### src/rtl/alsu_pkg.sv
`timescale 1ns / 1ps
package alsu_pkg;

  // Default list depth
  localparam int ALSU_CAPACITY = 16;

  // Stored word
  localparam int WORD_W = 32;
  typedef logic [WORD_W-1:0] word_t;

  // Request operation codes
  localparam logic [1:0] OP_INSERT = 2'd0;
  localparam logic [1:0] OP_DELETE = 2'd1;
  localparam logic [1:0] OP_SEARCH = 2'd2;
  localparam logic [1:0] OP_CHANGE = 2'd3;

  // Result status codes
  localparam logic [1:0] ST_OK       = 2'd0;
  localparam logic [1:0] ST_BADPOS   = 2'd1;
  localparam logic [1:0] ST_FULL     = 2'd2;
  localparam logic [1:0] ST_NOTFOUND = 2'd3;

  // What a cell does with its entry in the update cycle
  typedef enum logic [1:0] {
    CELL_HOLD,
    CELL_INS,
    CELL_DEL,
    CELL_WR
  } cell_op_t;

  // Update command broadcast along the chain
  typedef struct packed {
    cell_op_t op;
    word_t    data;
  } cell_ctl_t;

  // Compare command broadcast along the chain
  typedef struct packed {
    logic  en;
    word_t key;
  } cell_cmp_t;

endpackage

### src/rtl/array_list_insert_delete_search_unit.sv
`timescale 1ns / 1ps
// Channel  Direction  Fields (tdata, lowest bit first)
// in_      slave      operation, value, new_value, position
// out_     master     status, index, count
//
// Each request has an accept cycle, in which every cell compares its entry with
// the key, and an update cycle, in which the first hit is chosen and the chain
// shifts or rewrites its entries in one step.
// A finished result waits in the output register; a new request is taken
// while it waits, and the update cycle stalls until that result is taken.
// Reset (rst_n low, synchronous) empties the list; entries are not cleared.
module array_list_insert_delete_search_unit #(
  parameter int CAPACITY = alsu_pkg::ALSU_CAPACITY,
  localparam int POS_W   = $clog2(CAPACITY + 1),
  localparam int IDX_W   = (CAPACITY > 1) ? $clog2(CAPACITY) : 1,
  localparam int IN_W    = ((2 + 2 * alsu_pkg::WORD_W + POS_W + 7) / 8) * 8,
  localparam int OUT_W   = ((2 + IDX_W + POS_W + 7) / 8) * 8
) (
  input  logic             clk,
  input  logic             rst_n,
  input  logic             in_tvalid,
  output logic             in_tready,
  input  logic [IN_W-1:0]  in_tdata,  // operation, value, new_value, position
  output logic             out_tvalid,
  input  logic             out_tready,
  output logic [OUT_W-1:0] out_tdata  // status, index, count
);
  import alsu_pkg::*;

  localparam int VAL_LO  = 2;
  localparam int NVAL_LO = VAL_LO + WORD_W;
  localparam int POS_LO  = NVAL_LO + WORD_W;
  localparam int OUT_USED = 2 + IDX_W + POS_W;
  localparam logic [POS_W-1:0] CAP_COUNT = POS_W'(CAPACITY);

  typedef enum logic {
    S_IDLE,
    S_APPLY
  } state_t;

  state_t           state_r, state_nxt;
  logic [1:0]       op_r, op_nxt;
  word_t            val_r, val_nxt;
  word_t            nval_r, nval_nxt;
  logic [POS_W-1:0] pos_r, pos_nxt;
  logic [POS_W-1:0] count_r, count_nxt;
  logic             out_valid_r, out_valid_nxt;
  logic [1:0]       status_r, status_nxt;
  logic [IDX_W-1:0] index_r, index_nxt;

  logic             in_acc;
  logic             apply_go;
  cell_ctl_t        ctl;
  cell_cmp_t        cmp;
  logic [POS_W-1:0] cell_pos;
  word_t            cell_data [CAPACITY];
  logic [CAPACITY-1:0] hits;
  logic             found;
  logic [IDX_W-1:0] first;

  assign in_tready = (state_r == S_IDLE);
  assign in_acc    = in_tvalid && in_tready;
  assign apply_go  = (state_r == S_APPLY) && (!out_valid_r || out_tready);

  // Compare the incoming key in the accept cycle
  assign cmp.en  = in_acc;
  assign cmp.key = in_tdata[VAL_LO +: WORD_W];

  // Row of cells
  for (genvar g = 0; g < CAPACITY; g++) begin : g_cell
    word_t left_w;
    word_t right_w;
    if (g == 0) begin : g_first
      assign left_w = '0;
    end else begin : g_mid_l
      assign left_w = cell_data[g-1];
    end
    if (g == CAPACITY - 1) begin : g_last
      assign right_w = '0;
    end else begin : g_mid_r
      assign right_w = cell_data[g+1];
    end
    alsu_cell #(
      .POS_W(POS_W),
      .SLOT (g)
    ) u_cell (
      .clk       (clk),
      .rst_n     (rst_n),
      .ctl       (ctl),
      .cmp       (cmp),
      .pos       (cell_pos),
      .count     (count_r),
      .left_data (left_w),
      .right_data(right_w),
      .data      (cell_data[g]),
      .match     (hits[g])
    );
  end

  alsu_first #(
    .N    (CAPACITY),
    .IDX_W(IDX_W)
  ) u_first (
    .hits (hits),
    .found(found),
    .first(first)
  );

  // Decide the update and the result
  always_comb begin
    state_nxt     = state_r;
    op_nxt        = op_r;
    val_nxt       = val_r;
    nval_nxt      = nval_r;
    pos_nxt       = pos_r;
    count_nxt     = count_r;
    out_valid_nxt = out_valid_r;
    status_nxt    = status_r;
    index_nxt     = index_r;
    ctl.op        = CELL_HOLD;
    ctl.data      = val_r;
    cell_pos      = pos_r;

    // Drop the result once taken
    if (out_valid_r && out_tready) begin
      out_valid_nxt = 1'b0;
    end

    // Latch a request
    if (in_acc) begin
      op_nxt    = in_tdata[1:0];
      val_nxt   = in_tdata[VAL_LO +: WORD_W];
      nval_nxt  = in_tdata[NVAL_LO +: WORD_W];
      pos_nxt   = in_tdata[POS_LO +: POS_W];
      state_nxt = S_APPLY;
    end

    // Apply it and load the result
    if (apply_go) begin
      state_nxt     = S_IDLE;
      out_valid_nxt = 1'b1;
      status_nxt    = ST_OK;
      index_nxt     = pos_r[IDX_W-1:0];
      case (op_r)
        OP_INSERT: begin
          if (pos_r > count_r) begin
            status_nxt = ST_BADPOS;
          end else if (count_r == CAP_COUNT) begin
            status_nxt = ST_FULL;
          end else begin
            ctl.op    = CELL_INS;
            count_nxt = count_r + 1'b1;
          end
        end
        OP_DELETE: begin
          if (pos_r >= count_r) begin
            status_nxt = ST_BADPOS;
          end else begin
            ctl.op    = CELL_DEL;
            count_nxt = count_r - 1'b1;
          end
        end
        default: begin
          index_nxt = first;
          cell_pos  = POS_W'(first);
          ctl.data  = nval_r;
          if (!found) begin
            status_nxt = ST_NOTFOUND;
          end else if (op_r == OP_CHANGE) begin
            ctl.op = CELL_WR;
          end
        end
      endcase
    end
  end

  // State and registered outputs
  always_ff @(posedge clk) begin
    if (!rst_n) begin
      state_r     <= S_IDLE;
      count_r     <= '0;
      out_valid_r <= 1'b0;
    end else begin
      state_r     <= state_nxt;
      count_r     <= count_nxt;
      out_valid_r <= out_valid_nxt;
    end
    op_r     <= op_nxt;
    val_r    <= val_nxt;
    nval_r   <= nval_nxt;
    pos_r    <= pos_nxt;
    status_r <= status_nxt;
    index_r  <= index_nxt;
  end

  assign out_tvalid = out_valid_r;
  assign out_tdata  = {{(OUT_W - OUT_USED){1'b0}}, count_r, index_r, status_r};

endmodule

### src/rtl/alsu_cell.sv
`timescale 1ns / 1ps
module alsu_cell #(
  parameter int POS_W = 5,
  parameter int SLOT  = 0
) (
  input  logic              clk,
  input  logic              rst_n,
  input  alsu_pkg::cell_ctl_t ctl,
  input  alsu_pkg::cell_cmp_t cmp,
  input  logic [POS_W-1:0]  pos,
  input  logic [POS_W-1:0]  count,
  input  alsu_pkg::word_t   left_data,
  input  alsu_pkg::word_t   right_data,
  output alsu_pkg::word_t   data,
  output logic              match
);
  import alsu_pkg::*;

  localparam logic [POS_W-1:0] SLOT_POS = POS_W'(SLOT);

  word_t data_r;
  word_t data_nxt;
  logic  match_r;
  logic  match_nxt;

  // Pick the next entry: take from a neighbour on a shift, or the new word
  always_comb begin
    data_nxt = data_r;
    case (ctl.op)
      CELL_INS: begin
        if (SLOT_POS > pos) begin
          data_nxt = left_data;
        end else if (SLOT_POS == pos) begin
          data_nxt = ctl.data;
        end
      end
      CELL_DEL: begin
        if (SLOT_POS >= pos) begin
          data_nxt = right_data;
        end
      end
      CELL_WR: begin
        if (SLOT_POS == pos) begin
          data_nxt = ctl.data;
        end
      end
      default: data_nxt = data_r;
    endcase
  end

  // Compare against the key; only live entries may hit
  always_comb begin
    match_nxt = match_r;
    if (cmp.en) begin
      match_nxt = (data_r == cmp.key) && (SLOT_POS < count);
    end
  end

  always_ff @(posedge clk) begin
    if (!rst_n) begin
      match_r <= 1'b0;
    end else begin
      match_r <= match_nxt;
    end
    data_r <= data_nxt;
  end

  assign data  = data_r;
  assign match = match_r;

endmodule

### src/rtl/alsu_first.sv
`timescale 1ns / 1ps
module alsu_first #(
  parameter int N    = 16,
  parameter int IDX_W = 4
) (
  input  logic [N-1:0]     hits,
  output logic             found,
  output logic [IDX_W-1:0] first
);

  // Lowest set bit wins
  always_comb begin
    first = '0;
    for (int i = N - 1; i >= 0; i--) begin
      if (hits[i]) begin
        first = IDX_W'(i);
      end
    end
  end

  assign found = |hits;

endmodule
### config.mk
export PLATFORM = sky130hd
export DESIGN_NAME = array_list_insert_delete_search_unit
export DESIGN_NICKNAME = d
export VERILOG_FILES = /design/src/rtl/alsu_pkg.sv /design/src/rtl/array_list_insert_delete_search_unit.sv /design/src/rtl/alsu_cell.sv /design/src/rtl/alsu_first.sv
export SDC_FILE = /design/constraint.sdc
export NUM_CORES = 2
export LEC_CHECK = 0
export BUFFER_PORTS_ARGS = -buffer_cell sky130_fd_sc_hd__buf_2
export CAP_MARGIN = 20
export CORE_ASPECT_RATIO = 0.9
export CORE_MARGIN = 2
export CORE_UTILIZATION = 40
export CTS_CLUSTER_DIAMETER = 120
export DETAILED_ROUTE_END_ITERATION = 7
export SYNTH_ARGS = -nofsm -noshare
export SYNTH_HDL_FRONTEND = slang
export SYNTH_SLANG_ARGS = --single-unit
### constraint.sdc
create_clock -name clk -period 9.1 [get_ports clk]
set_clock_uncertainty 0.05 [all_clocks]
set_input_delay 1.365 -clock clk [delete_from_list [all_inputs] [get_ports clk]]
set_output_delay 1.365 -clock clk [all_outputs]
set_load 0.05 [all_outputs]
==> results_tabular.tex <==
\begin{tabular}{lr}
\hline
Metric & Value \\
\hline
\multicolumn{2}{l}{\textbf{Outcome}} \\
\quad Result of the run & completed \\
\multicolumn{2}{l}{\textbf{Yosys}} \\
\quad Proportion of synthesized flip-flops having asynchronous set or reset & 0\% \\
\quad Sequential cell area fraction in the yosys report & a little under half \\
\quad Post-synthesis instance total & roughly 4000 \\
\quad Top post-synthesis cells by area & sky130\_fd\_sc\_hd\_\_edfxtp\_1 (45\%), sky130\_fd\_sc\_hd\_\_xnor2\_1 (6.4\%), sky130\_fd\_sc\_hd\_\_xor2\_1 (5.1\%) \\
\quad Post-synthesis instance area & slightly below 0.04 mm2 \\
\quad Number of flip-flops and latches in the synthesized netlist & around 610 \\
\quad Total number of yosys warnings & 0 \\
\quad Cell variety after synth & just over 70 \\
\quad Number of synthesized flops with an enable pin & 589 \\
\quad Library cell occupying the most area in the post-synthesis netlist & sky130\_fd\_sc\_hd\_\_edfxtp\_1 \\
\quad Post-synth top area share & between 40 and 50\% \\
\quad Flip-flop cell with the highest count after synthesis & sky130\_fd\_sc\_hd\_\_edfxtp\_1 \\
\quad Average footprint of a synthesized cell & between 9 and 10 um2 \\
\multicolumn{2}{l}{\textbf{Detailed routing}} \\
\quad Number of DRC markers in iteration 0 & between 6000 and 7000 \\
\quad Number of iterations in the first detailed-routing pass & 7 \\
\quad Final wirelength & about 160000 um \\
\quad Vias per cell & $\sim$6.8 \\
\quad Post-detailed-route wirelength per cell & approximately 32 um \\
\quad Remaining number of nets flagged by the antenna check after routing & 0 \\
\quad DRC violations left & 0 \\
\quad Vias post-DR & 35200 \\
\multicolumn{2}{l}{\textbf{Floorplan}} \\
\quad Overall die width & 335 um \\
\quad Die height & between 300 and 400 um \\
\quad Die area & 0.101 mm2 \\
\quad Effective utilization at floorplan & about 40\% \\
\quad Core Region & roughly 0.098 mm2 \\
\quad Row count & between 100 and 150 \\
\quad Boundary pin count & 94 \\
\multicolumn{2}{l}{\textbf{Power}} \\
\quad Total power divided by cell area & approximately 180 mW/mm2 \\
\quad Static Leakage & about 0.014 uW \\
\quad Peak supply drop & about 0.13 mV \\
\multicolumn{2}{l}{\textbf{Clock tree}} \\
\quad Buffers inserted by post-CTS timing repair & 0 \\
\quad Clock tree from TritonCTS & yes \\
\quad Root Buffer Master & sky130\_fd\_sc\_hd\_\_clkbuf\_16 \\
\quad Sinks on the clock net & approximately 600 \\
\quad Hold buffer count at CTS & 0 \\
\quad Quantity of gates resized following cts & 0 \\
\quad TritonCTS buffer count & 74 \\
\quad Clock latency reported for the late side of the worst-skew pair & approximately 0.66 ns \\
\quad Maximum count of clock buffers along a single path & 3 \\
\quad Clock Pin Slew Worst Setup and Hold Paths & around 0.060 ns \\
\quad CTS HTree Levels & 3 \\
\multicolumn{2}{l}{\textbf{GRT}} \\
\quad Global-route wire length before repair & approximately 230000 um \\
\quad Met2 usage & around 46\% \\
\quad Met1 Usage GRT & between 40\% and 50\% \\
\quad Vias in the first global route & between 30000 and 40000 \\
\quad Antenna violations before repair & 9 \\
\quad Met3 Use GR & about a tenth \\
\quad GRT Util Overall & around a third \\
\quad Most heavily used metal layer in global routing & met2 \\
\quad Overall overflow remaining after global route & 0 \\
\quad Pin count of the biggest net entering global routing & 160 \\
\multicolumn{2}{l}{\textbf{Timing}} \\
\quad Transition at the pin with the smallest max-transition slack & about 1.1 ns \\
\quad Final count of hold timing violations & 0 \\
\quad Final setup violation count & 0 \\
\quad Max-slew headroom at the worst pin & around 25\% \\
\quad Final total negative setup slack & 0 ns \\
\quad Fmax & between 150 and 200 MHz \\
\quad Worst setup margin & 3.82 ns \\
\quad Period utilisation layout & 58.0\% \\
\quad Minimum period implied by the final worst setup slack & 5.28 ns \\
\quad Setup repair after global routing missed its margin & false \\
\quad Number of pins with negative max-slew slack in the final report & 0 \\
\multicolumn{2}{l}{\textbf{Final layout}} \\
\quad NumNets Final & about 4000 \\
\quad Ratio of cells with drive above 1 in the final layout & 10.7\% \\
\quad Commonest non-fill, non-tap cells in the layout & sky130\_fd\_sc\_hd\_\_edfxtp\_1 (589), sky130\_fd\_sc\_hd\_\_nand2\_1 (407), sky130\_fd\_sc\_hd\_\_xnor2\_1 (288) \\
\quad Most common cell after layout, fill and taps aside & sky130\_fd\_sc\_hd\_\_edfxtp\_1 \\
\quad Design Area, Final & between 0.04 and 0.05 mm2 \\
\quad P\&R area growth vs syn & 10.4\% \\
\multicolumn{2}{l}{\textbf{Worst setup path}} \\
\quad Peak fanout along the critical path & between 60 and 70 \\
\quad Data required, critical path & $\sim$9.4 ns \\
\quad Critical path capture point type & flip-flop \\
\quad Cell type with the highest occurrence count on the critical path & sky130\_fd\_sc\_hd\_\_buf\_4 \\
\quad Critical path's largest stage delay & around 0.65 ns \\
\quad Critical setup path kind & input port to flip-flop \\
\quad Arrival time of data at the critical path endpoint & 5.60 ns \\
\quad Launching element type of the critical path & input port \\
\quad Cell with the largest stage delay on the worst path & sky130\_fd\_sc\_hd\_\_buf\_4 \\
\quad Cells traversed along the worst timing path & buf\_2, nand2b\_1, nand2\_1, inv\_1, a32o\_2, a211oi\_4, buf\_4, nand3\_2, buf\_4, o21ai\_2, buf\_4, a211oi\_1, a221o\_1 \\
\multicolumn{2}{l}{\textbf{Place}} \\
\quad Estimated wirelength of the detail-placed design & 114000 um \\
\quad Area after DPL & 0.0413 mm2 \\
\quad Port buffer count & 87 \\
\quad Place WS & 3.30 ns \\
\quad Placer's final routability congestion estimate & a little under 1 \\
\multicolumn{2}{l}{\textbf{Worst hold path}} \\
\quad Worst min-delay path class & flip-flop to flip-flop \\
\multicolumn{2}{l}{\textbf{Run}} \\
\quad Max-cap violation count & 0 \\
\hline
\end{tabular}
path summary, 6_finish.rpt:
kind,start,end,cells after the start,slack [ns]
max,out_tready,g_cell[1].u_cell.data[22],13,3.82
min,g_cell[8].u_cell.match,g_cell[8].u_cell.match,2,0.46
max reg2reg,g_cell[9].u_cell.match,g_cell[1].u_cell.data[22],12,3.95
min reg2reg,g_cell[8].u_cell.match,g_cell[8].u_cell.match,2,0.46
cell usage after synthesis (3+ instances only):
| cell | count |
|---|---|
| sky130_fd_sc_hd__clkbuf_1 | 272 |
| sky130_fd_sc_hd__o22ai_1 | 43 |
| sky130_fd_sc_hd__o21ai_0 | 207 |
| sky130_fd_sc_hd__nor2_1 | 229 |
| sky130_fd_sc_hd__and2_1 | 10 |
| sky130_fd_sc_hd__buf_4 | 15 |
| sky130_fd_sc_hd__a21o_1 | 4 |
| sky130_fd_sc_hd__and3_1 | 4 |
| sky130_fd_sc_hd__a21boi_0 | 13 |
| sky130_fd_sc_hd__a32oi_1 | 22 |
| sky130_fd_sc_hd__nor3_1 | 16 |
| sky130_fd_sc_hd__o21ai_1 | 149 |
| sky130_fd_sc_hd__a2111oi_0 | 3 |
| sky130_fd_sc_hd__nand2_1 | 409 |
| sky130_fd_sc_hd__buf_1 | 26 |
| sky130_fd_sc_hd__nand2_2 | 3 |
| sky130_fd_sc_hd__edfxtp_1 | 589 |
| sky130_fd_sc_hd__a31oi_1 | 16 |
| sky130_fd_sc_hd__o211ai_1 | 33 |
| sky130_fd_sc_hd__nand3_1 | 20 |
| sky130_fd_sc_hd__nand2b_1 | 3 |
| sky130_fd_sc_hd__mux2i_1 | 129 |
| sky130_fd_sc_hd__a22oi_1 | 264 |
| sky130_fd_sc_hd__ha_1 | 8 |
| sky130_fd_sc_hd__a221o_1 | 152 |
| sky130_fd_sc_hd__nor4_1 | 77 |
| sky130_fd_sc_hd__inv_1 | 20 |
| sky130_fd_sc_hd__nor2b_1 | 6 |
| sky130_fd_sc_hd__dfxtp_1 | 23 |
| sky130_fd_sc_hd__buf_2 | 78 |
| sky130_fd_sc_hd__mux2_2 | 28 |
| sky130_fd_sc_hd__nand4_1 | 88 |
| sky130_fd_sc_hd__a211oi_2 | 4 |
| sky130_fd_sc_hd__xnor2_1 | 288 |
| sky130_fd_sc_hd__a211oi_1 | 167 |
| sky130_fd_sc_hd__a21oi_1 | 215 |
| sky130_fd_sc_hd__a211o_1 | 64 |
| sky130_fd_sc_hd__buf_6 | 3 |
| sky130_fd_sc_hd__xor2_1 | 228 |
| sky130_fd_sc_hd__nor3_2 | 3 |
sequential cells by signal (all words and copies together), names as in the netlist:
name                 cells
val_r                   32
nval_r                  32
g_cell.u_cell.match     16
g_cell.u_cell.data     512
state_r                  1
pos_r                    5
out_tvalid               1
op_r                     2
count_r                  5
status_r                 2
index_r                  4
area by class of cell:
cell class | count | area, um2
fill | 9273 | 54400
multi-input combinational | 2947 | 20100
sequential | 612 | 18100
inverter | 20 | 76.3
timing repair buffer | 212 | 1470
antenna | 2 | 5.00
tap | 1276 | 1600
clock buffer | 104 | 2030
clock inverter | 27 | 267
kinds of logic (layout without fill, tap and decap cells):
family	count (synthesis)	in the layout	synth area share (%)
other cells	1	7	0.00949
buf+inv	414	363	4.38
compound gates	1380	1380	24.0
flops	612	612	45.9
xor+xnor	516	516	11.4
fa+ha+maj	8	8	0.253
simple gates	881	881	9.98
mux	157	157	4.06
power by group:
part	internal, uW	switching, uW	leakage (uW)
clock network	1670	1280	0.00111
logic	470	1030	0.00710
registers	3270	127	0.00558
total	5410	2440	0.0138
critical path: cells and delay by family:
| kind | cells | cell delay (ns) |
|---|---|---|
| AOI/OAI and AO/OA | 5 | 1.16 |
| and+or+nand+nor | 3 | 1.08 |
| buffers and inverters | 5 | 1.90 |
metrics by stage:
| step | hold WS, ns | total power [uW] | util [%] | cells |
|---|---|---|---|---|
| finish | 0.465 | 7850 | 44.5 | 5200 |
| global route | 0.497 | 8020 | 44.5 | 5198 |
| CTS | 0.462 | 7790 | 44.4 | 5194 |
| detailed placement | 0.458 | 4880 | 42.1 | 5063 |
| global placement | 0.444 | 4860 | 42.1 | 5062 |
| floorplan | 0.413 | 4330 | - | 3973 |
metal layers:
metal	wire [um]	vias up	part of all wire [%]
li1	-	14900	-
met5	54	-	0.033
met1	64700	17300	39
met2	69800	2576	42
met3	23500	398	14
met4	6680	8	4.1
No activity file was read; power rests on OpenSTA's default activity.
